**src/hdl/wvcf_pkg.sv**
```systemverilog
// ----------------------------------------------------------------------------
// Windowed variance package
// Shared payload types, configuration types, register indexes and the
// engine state encoding for the windowed variance block.
// ----------------------------------------------------------------------------
package wvcf_pkg;

    // Saturation limit of a Q22.12 covariance value.
    localparam logic [33:0] COV_MAX = 34'h3_FFFF_FFFF;

    // Fraction bits of the Q12.12 format.
    localparam int Q_SHIFT = 12;

    // Configuration register indexes.
    localparam logic [2:0] CFG_FILTER_ENABLE  = 3'd0;
    localparam logic [2:0] CFG_REJECT_THRESH  = 3'd1;
    localparam logic [2:0] CFG_WINDOW_LIMIT   = 3'd2;
    localparam logic [2:0] CFG_COMPARE_IN     = 3'd3;
    localparam logic [2:0] CFG_FLOOR_LEVEL    = 3'd4;

    // Configuration reset values.
    localparam logic [7:0]  WINDOW_LIMIT_RST = 8'd100;
    localparam logic [33:0] FLOOR_LEVEL_RST  = 34'd4;

    // One input item.
    typedef struct packed {
        logic [3:0]         channel;
        logic signed [23:0] sample;
        logic [33:0]        incoming_cov;
    } in_item_t;

    // One result item.
    typedef struct packed {
        logic [3:0]  out_channel;
        logic [33:0] covariance_out;
        logic        sample_kept;
        logic [7:0]  window_count;
    } out_item_t;

    // Configuration register contents.
    typedef struct packed {
        logic        filter_enable;
        logic [23:0] reject_threshold;
        logic [7:0]  window_limit;
        logic        compare_with_incoming;
        logic [33:0] floor_level;
    } cfg_t;

    // Queue head handed from the front end to the engine.
    typedef struct packed {
        logic     valid;
        logic     chan_ok;
        in_item_t data;
    } fr_to_bk_t;

    // Engine status returned to the front end.
    typedef struct packed {
        logic pop;
        logic clearing;
    } bk_to_fr_t;

    // Engine sequencer states.
    typedef enum logic [3:0] {
        ST_CLEAR,
        ST_IDLE,
        ST_RD_NEW,
        ST_CMP,
        ST_OLD,
        ST_SQ,
        ST_UPD,
        ST_MUL,
        ST_DIFF,
        ST_DIV,
        ST_DONE
    } bk_state_t;

endpackage

```
**src/hdl/wvcf_front.sv**
```systemverilog
// ----------------------------------------------------------------------------
// Windowed variance front end
// Accepts input transfers, checks the channel index and holds items in a
// two-entry queue until the engine takes them.
// ----------------------------------------------------------------------------
module wvcf_front #(
    parameter int CHANNELS = 12
) (
    input  logic                aclk,
    input  logic                aresetn,
    input  logic                s_valid,
    output logic                s_ready,
    input  wvcf_pkg::in_item_t  s_data,
    output wvcf_pkg::fr_to_bk_t head,
    input  wvcf_pkg::bk_to_fr_t status
);

    // Queue storage: channel check result plus payload.
    typedef struct packed {
        logic               chan_ok;
        wvcf_pkg::in_item_t data;
    } entry_t;

    entry_t     entry_reg [2];
    logic       wr_ptr_reg, wr_ptr_next;
    logic       rd_ptr_reg, rd_ptr_next;
    logic [1:0] count_reg, count_next;
    logic       push;
    logic       pop;

    // Items are held off while the window memory is being cleared.
    assign s_ready = (count_reg != 2'd2) && !status.clearing;
    assign push    = s_valid && s_ready;
    assign pop     = status.pop && (count_reg != 2'd0);

    assign head.valid   = (count_reg != 2'd0);
    assign head.chan_ok = entry_reg[rd_ptr_reg].chan_ok;
    assign head.data    = entry_reg[rd_ptr_reg].data;

    // Pointer and occupancy update.
    always_comb begin
        wr_ptr_next = push ? ~wr_ptr_reg : wr_ptr_reg;
        rd_ptr_next = pop ? ~rd_ptr_reg : rd_ptr_reg;
        count_next  = count_reg;
        if (push && !pop) begin
            count_next = count_reg + 2'd1;
        end else if (pop && !push) begin
            count_next = count_reg - 2'd1;
        end
    end

    always_ff @(posedge aclk) begin
        if (!aresetn) begin
            wr_ptr_reg <= 1'b0;
            rd_ptr_reg <= 1'b0;
            count_reg  <= 2'd0;
        end else begin
            wr_ptr_reg <= wr_ptr_next;
            rd_ptr_reg <= rd_ptr_next;
            count_reg  <= count_next;
        end
    end

    // Classify the channel on the way in.
    always_ff @(posedge aclk) begin
        if (push) begin
            entry_reg[wr_ptr_reg].chan_ok <= ({1'b0, s_data.channel} < 5'(CHANNELS));
            entry_reg[wr_ptr_reg].data    <= s_data;
        end
    end

endmodule

```
**config.mk**
```make
export PLATFORM = sky130hd
export DESIGN_NAME = wvcf_front
export DESIGN_NICKNAME = d
export VERILOG_FILES = /design/src/hdl/wvcf_pkg.sv /design/src/hdl/wvcf_front.sv
export SDC_FILE = /design/constraint.sdc
export NUM_CORES = 1
export LEC_CHECK = 0
export BUFFER_PORTS_ARGS = -buffer_cell sky130_fd_sc_hd__buf_2
export CAP_MARGIN = 10
export CORE_ASPECT_RATIO = 2
export CORE_UTILIZATION = 55
export CTS_BUF_LIST = sky130_fd_sc_hd__clkbuf_4 sky130_fd_sc_hd__clkbuf_8
export CTS_CLUSTER_SIZE = 10
export DETAILED_ROUTE_END_ITERATION = 6
export PLACE_DENSITY = 0.83
export SETUP_SLACK_MARGIN = 0.2
export SLEW_MARGIN = 20
export SYNTH_ARGS = -nofsm -noshare
export SYNTH_HDL_FRONTEND = slang
export SYNTH_SLANG_ARGS = --single-unit
```
**constraint.sdc**
```tcl
create_clock -name aclk -period 9.2 [get_ports aclk]
set_input_delay 0.46 -clock aclk [delete_from_list [all_inputs] [get_ports aclk]]
set_output_delay 0.46 -clock aclk [all_outputs]
set_load 0.05 [all_outputs]
```
==> results of run 1 <==
## stage by stage
step	cells	area [µm²]
after global placement	447	5550
after global routing	479	5946
after detailed placement	447	5550
final	479	5946
after CTS	479	5946
after floorplan	222	4790
## power by group
part | internal, mW | switching, mW
combinational | 0.170 | 0.417
clock | 0.273 | 0.199
sequential | 0.713 | 0.0298
## cells by family (layout without fill, tap and decap cells)
family | count (synthesis) | count (layout) | synth area share (%)
AOI/OAI and AO/OA | 3 | 3 | 0.3656
xor gates and xnor gates | 3 | 3 | 0.5487
adders and majority gates | 1 | 1 | 0.2612
buffers and inverters | 7 | 166 | 1.045
DFF | 131 | 131 | 81.09
muxes | 64 | 64 | 15.02
and+or+nand+nor | 13 | 13 | 1.672
## area by class of cell
type,count,area (µm²)
Clock buffer,20,256.5
Clock inverter,12,138.9
Fill cell,553,2405
Multi-Input combinational cell,84,864.6
Sequential cell,131,3885
Tap cell,98,122.6
Timing Repair Buffer,134,678.2
## layer usage
metal  routed length, µm  share of wire [%]
met1                2764                 34
met3                 505                6.1
met4                 349                4.2
met5                   0                  0
met2                4594                 56
## final timing paths
| check | from | endpoint | slack [ns] |
|---|---|---|---|
| max | flop | head[4] | 6.45 |
| min | s_data[45] | entry_reg[1][45] | 0.23 |
| max reg2reg | count_reg[0] | entry_reg[0][54] | 7.13 |
| min reg2reg | wr_ptr_reg | wr_ptr_reg | 0.52 |
## cell usage after synthesis
cell	number	area, µm²
xnor2_1	2	17.52
or3_1	1	6.260
or2_2	1	6.260
xor2_1	1	8.760
nor2_1	1	3.750
buf_2	1	5.000
o21ai_0	1	5.000
o21ai_1	1	5.000
dfxtp_1	5	100.1
ha_1	1	12.51
nand2_1	2	7.510
mux2_2	54	608.1
buf_4	6	45.04
mux2i_1	1	10.01
a21boi_1	1	7.510
mux2_1	9	101.4
nor2b_1	2	12.51
edfxtp_1	126	3784
nor3b_2	1	12.51
nand2b_1	1	6.260
and2_1	4	25.02
## worst max-delay path, cell delays in order, from the launching register on
cell and delay (ns):
dfxtp_2 0.68, buf_4 0.53, mux2_2 0.41, buf_2 0.22
==> results.tsv, run 1 <==
stage	metric	value	unit
run_status	status	finished, final reports clean	
hold_path	WHS Path Cells	1	
die	die width	67.99	µm
final_layout	most frequent cells in the layout	131 x buf_2, 126 x edfxtp_1, 54 x mux2_2	
synth	yosys warns	0	
routing	DRT iter0 DRCs	177	
power	Pleak	2.229	nW
global_route	vias in the first global route	2640	
final_layout	Core Util, Final	71.20	%
final_layout	area delta synth->final	24.14	%
global_route	met1 GRT Util	18.74	%
clock_network	cts hold-fix bufs	0	
final_layout	antenna cells	0	
critical_path	crit path kind	flop to output port	
timing	fmax	363.6	MHz
timing	Final WS setup	6.450	ns
critical_path	critical path capture point type	output port	
clock_network	setup bufs post-CTS	0	
final_layout	max reg flops	126	
place	dpl ws	6.852	ns
synth	register area share after synthesis	81.09	%
timing	Final Max Tran Viols	0	
clock_network	H-Tree Depth	4	
routing	Routed WL	8214	µm
critical_path	Worst R2R Path Depth	4	
place	DP HPWL	5474	µm
power	Pwr Total	1.801	mW
global_route	pin count of the biggest net entering global routing	64	
run	Max Cap Violations	0	
timing	Slew HR	44.80	%
routing	residual DRC count	0	
timing	Fin. Hold Viols	0	
die	Top Ports	132	
clock_network	clk sinks	131	
hold_path	path type of the worst min-delay path	primary input to flop	
power	Power Density	302.9	mW/mm²
die	starting density of the core	57.36	%
global_route	gr ovfl total	0	
clock_network	Longest Clk Path Bufs	2	
global_route	first-pass GRT wire length	12540	µm
routing	DR vias	2494	
clock_network	CTS tree	done	
timing	final period utilization	29.89	%
die	FP Rows	47	
global_route	total global-route track usage	19.99	%
critical_path	Startpoint Class	flop	
timing	RSZ-0062 raised after global routing	no	
synth	synthesis-stage register bit count	131	
synth	cell count after synthesis	222	
timing	post-route setup TNS	0	ns
global_route	GRT Max-Usage Layer	met2	
critical_path	crit-path max FO	39	
critical_path	Worst EP arrival	2.29	ns
place	Port-buffer cells	131	
critical_path	Req. time, crit path	8.74	ns
power	Peak VDD IR	0.2596	mV
clock_network	Num CTS Buffers	17	
clock_network	clock slew at reported path FFs	0.07	ns
timing	Setup Skew	0.009480	ns
timing	Hold WS	0.2275	ns
routing	Antenna Nets Post-Route	0	
place	Placer Congestion	0.7358	
die	chip height	134.0	µm
clock_network	Root Driver	clkbuf_8	
final_layout	proportion of layout cells with a drive suffix above 1	58.53	%
clock_network	post_cts resized	0	
final_layout	commonest non-fill, non-tap cell in the layout	buf_2	
routing	drt pass-1 iters	4	
global_route	met3 global-route usage	8.078	%
timing	Setup Viol. Count Final	0	
global_route	initial antenna violation count	1	
die	Die ar.	0.009108	mm²
final_layout	final net count	436	
clock_network	worst skew pair latency	0.42	ns
timing	Period minus WS final	2.750	ns
synth	Synth cell types	21	
global_route	GRT met2 Usage	33.50	%
synth	Synth Net Count	290	
routing	Wirelength per Cell	17.15	µm
die	core area	0.008351	mm²
routing	Via-to-Cell Ratio	5.207	
timing	Worst Tran Pin Value	0.8280	ns
synth	synthesized area per cell	21.57	µm²
synth	synthesized area	0.004790	mm²
Note: power is estimated with default switching activity, not from simulation.
==> run 2, diff against run 1 <==
--- a/config.mk
+++ b/config.mk
@@ -5,14 +5,15 @@
 export SDC_FILE = /design/constraint.sdc
 export NUM_CORES = 1
 export LEC_CHECK = 0
+export ABC_AREA = 1
 export BUFFER_PORTS_ARGS = -buffer_cell sky130_fd_sc_hd__buf_2
 export CAP_MARGIN = 10
 export CORE_ASPECT_RATIO = 2
-export CORE_UTILIZATION = 55
+export CORE_UTILIZATION = 49
 export CTS_BUF_LIST = sky130_fd_sc_hd__clkbuf_4 sky130_fd_sc_hd__clkbuf_8
 export CTS_CLUSTER_SIZE = 10
 export DETAILED_ROUTE_END_ITERATION = 6
-export PLACE_DENSITY = 0.83
+export PLACE_DENSITY = 0.78
 export SETUP_SLACK_MARGIN = 0.2
 export SLEW_MARGIN = 20
 export SYNTH_ARGS = -nofsm -noshare
==> constraint.sdc (replaced) <==
create_clock -name aclk -period 2.4 [get_ports aclk]
set_input_delay 0.12 -clock aclk [delete_from_list [all_inputs] [get_ports aclk]]
set_output_delay 0.12 -clock aclk [all_outputs]
set_load 0.05 [all_outputs]
==> run 2 against run 1 <==
Wire length grew 18%. Power increased to 3.4 times the previous value. Die area rose by 19%. Hold slack worse by 0.11 ns. Core utilization down 3.1 points. Via count increased by 15%. Non-clock buffer count rose by 66. Cell count grew 25%. Critical path type unchanged. Critical endpoint is now head[19].
==> results.tsv, run 2 <==
stage	metric	value	unit	change
timing	Fin. Hold Viols	0		unchanged
timing	Final WS setup	0.3854	ns	-6.065 ns
critical_path	crit path kind	flop to output port		
run	Max Cap Violations	0		unchanged
final_layout	final net count	518		+19%
place	DP Cell Count	503		+13%
final_layout	most frequent cells in the layout	131 x buf_2, 126 x edfxtp_1, 63 x dlygate4sd3_1		
timing	Setup Viol. Count Final	0		unchanged
clock_network	Root Driver	clkbuf_8		
final_layout	Cell Count, Final, Fillers Out	598		+25%
routing	drt pass-1 iters	4		unchanged
global_route	met1 GRT Util	17.52	%	-1.2 points
critical_path	Startpoint Class	flop		
synth	number of flops mapped to enable cells by yosys	126		unchanged
synth	Compound-Gate Fraction of Synth Area	0.4405	%	+0.075 points
synth	commonest cells in the synthesized netlist	126 x edfxtp_1, 60 x mux2_4, 11 x inv_1, 11 x nand2_1		
final_layout	proportion of layout cells with a drive suffix above 1	50.54	%	-8.0 points
power	Pleak	2.749	nW	+23%
power	Pwr Total	6.186	mW	+240%
die	Die ar.	0.01087	mm²	+19%
place	Port-buffer cells	131		unchanged
global_route	first-pass GRT wire length	14370	µm	+15%
timing	Final Max Tran Viols	0		unchanged
place	dpl cell area	0.005891	mm²	+6.1%
synth	top cell type's share of synthesized area	74.01	%	-5.0 points
place	Placer Congestion	0.7122		-3.2%
routing	Via-to-Cell Ratio	4.789		-8.0%
critical_path	Worst EP arrival	1.89	ns	-0.40 ns
timing	Period minus WS final	2.015	ns	
final_layout	Post-Layout Inst Area	0.006913	mm²	+16%
clock_network	cts hold-fix bufs	63		+63
global_route	met3 global-route usage	4.348	%	-3.7 points
synth	yosys warns	0		unchanged
final_layout	Core Util, Final	68.11	%	-3.1 points
final_layout	commonest non-fill, non-tap cell in the layout	buf_2		
die	die width	74.23	µm	+9.2%
timing	Setup Skew	0.008481	ns	-0.0009989 ns
clock_network	clock slew at reported path FFs	0.07	ns	about the same
routing	Wirelength per Cell	16.19	µm	-5.6%
power	Peak VDD IR	0.5863	mV	+130%
global_route	gr ovfl total	0		unchanged
clock_network	clk sinks	131		unchanged
power	Power Density	894.9	mW/mm²	+200%
final_layout	area delta synth->final	35.22	%	
place	DP HPWL	5925	µm	+8.2%
clock_network	H-Tree Depth	4		unchanged
timing	Hold WS	0.1205	ns	-0.1070 ns
synth	Synth Area in Adders	0.2447	%	-0.016 points
global_route	GRT met2 Usage	34.59	%	+1.1 points
synth	area leader, netlist	edfxtp_1		
die	Top Ports	132		unchanged
routing	DR vias	2864		+15%
timing	fmax	496.4	MHz	
synth	synthesized area	0.005112	mm²	+6.7%
synth	Synth Net Count	306		+5.5%
final_layout	max reg flops	126		unchanged
synth	register area share after synthesis	75.97	%	-5.1 points
synth	Synth cell types	15		-29%
hold_path	path type of the worst min-delay path	primary input to flop		
global_route	total global-route track usage	18.83	%	-1.2 points
synth	Main synth FF type	edfxtp_1		
timing	Worst Tran Pin Value	0.5601	ns	-0.2679 ns
timing	RSZ-0062 raised after global routing	no		
timing	post-route setup TNS	0	ns	unchanged
routing	residual DRC count	0		unchanged
synth	synthesized area per cell	21.48	µm²	-0.44%
synth	cell count after synthesis	238		+7.2%
synth	Synth Area in Simple Gates	1.689	%	+0.017 points
routing	Routed WL	9680	µm	+18%
clock_network	Longest Clk Path Bufs	2		unchanged
critical_path	crit-path max FO	20		-49%
global_route	vias in the first global route	3047		+15%
synth	Post-synth ARST share	0	%	unchanged
synth	xor/xnor share of the synthesized area	0	%	-0.55 points
routing	Antenna Nets Post-Route	0		unchanged
clock_network	CTS tree	done		
synth	count leader, synth	edfxtp_1		
clock_network	post_cts resized	0		unchanged
timing	final period utilization	83.94	%	
synth	synthesis-stage register bit count	131		unchanged
global_route	GRT Max-Usage Layer	met2		
critical_path	critical path capture point type	output port		
timing	Slew HR	62.66	%	+18 points
die	FP Rows	52		+11%
final_layout	antenna cells	0		unchanged
die	starting density of the core	50.37	%	-7.0 points
clock_network	worst skew pair latency	0.42	ns	about the same
global_route	initial antenna violation count	0		-1
die	core area	0.01015	mm²	+22%
global_route	pin count of the biggest net entering global routing	45		-30%
synth	dominant cells by area after synthesis	edfxtp_1 74%, mux2_4 18%, buf_12 2.3%, dfxtp_1 2.0%, inv_1 0.81%		
critical_path	Req. time, crit path	2.28	ns	-6.46 ns
run_status	status	finished, final reports clean		
clock_network	setup bufs post-CTS	0		unchanged
synth	main combinational cell family by area after synthesis	multiplexers		
clock_network	Num CTS Buffers	17		unchanged
place	dpl ws	0.6110	ns	-6.241 ns
routing	DRT iter0 DRCs	93		-47%
synth	multiplexer share of the synthesized area	18.28	%	+3.3 points
die	chip height	146.5	µm	+9.3%
## run 2: cell count changes in the layout (fill, tap and decap cells not counted), sizes merged, moves of 2 or more
cell,delta
buf,+3
nand4,+2
and2,-4
nand3,+2
clkinvlp,+3
xnor2,-2
inv,+11
nor2,+5
nand2,+9
nor2b,-2
dlygate4sd3,+63
a21oi,+2
## run 2: final cells by class
cell class / count / area [µm²]
clock buffers: 19 / 255.2
clock inverters: 13 / 136.4
fillers: 718 / 3237
inverters: 11 / 45.04
multi-input cells: 89 / 1064
flip-flops and latches: 131 / 3887
well taps: 135 / 168.9
repair buffers: 200 / 1356
## run 2: worst max-delay path, stage by stage, from the launching register on
cell and delay, ns:
dfxtp_4 0.58, buf_4 0.33, mux2_4 0.34, buf_2 0.21
## run 2: layer usage
metal / vias to the layer above / part of all wire (%)
met2: 96 / 59
met3: 27 / 3.8
met5: - / 0
li1: 1336 / -
met1: 1405 / 33
met4: 0 / 3.8
## run 2: cell families after synthesis
| group | Yosys count |
|---|---|
| flip-flops | 131 |
| multiplexers | 63 |
| AND/OR/NAND/NOR | 21 |
| buffers and inverters | 18 |
| AO/OA/AOI/OAI | 4 |
| adder cells (fa/ha/maj) | 1 |
## run 2: path summary, 6_finish.rpt
path | from | endpoint | slack (ns) | depth (start not counted)
setup reg to reg | count_reg[0] | entry_reg[1][50] | 0.60 | 5
hold reg to reg | rd_ptr_reg | rd_ptr_reg | 0.52 | 2
setup / recovery | flop | head[19] | 0.39 | 3
hold / removal | s_valid | wr_ptr_reg | 0.12 | 4
## run 2: power breakdown
group	internal, mW	switching (mW)	total, mW	leakage (nW)
clock network	0.959	0.817	1.78	0.193
registers	2.67	0.0802	2.75	1.20
logic	0.593	1.07	1.66	1.36
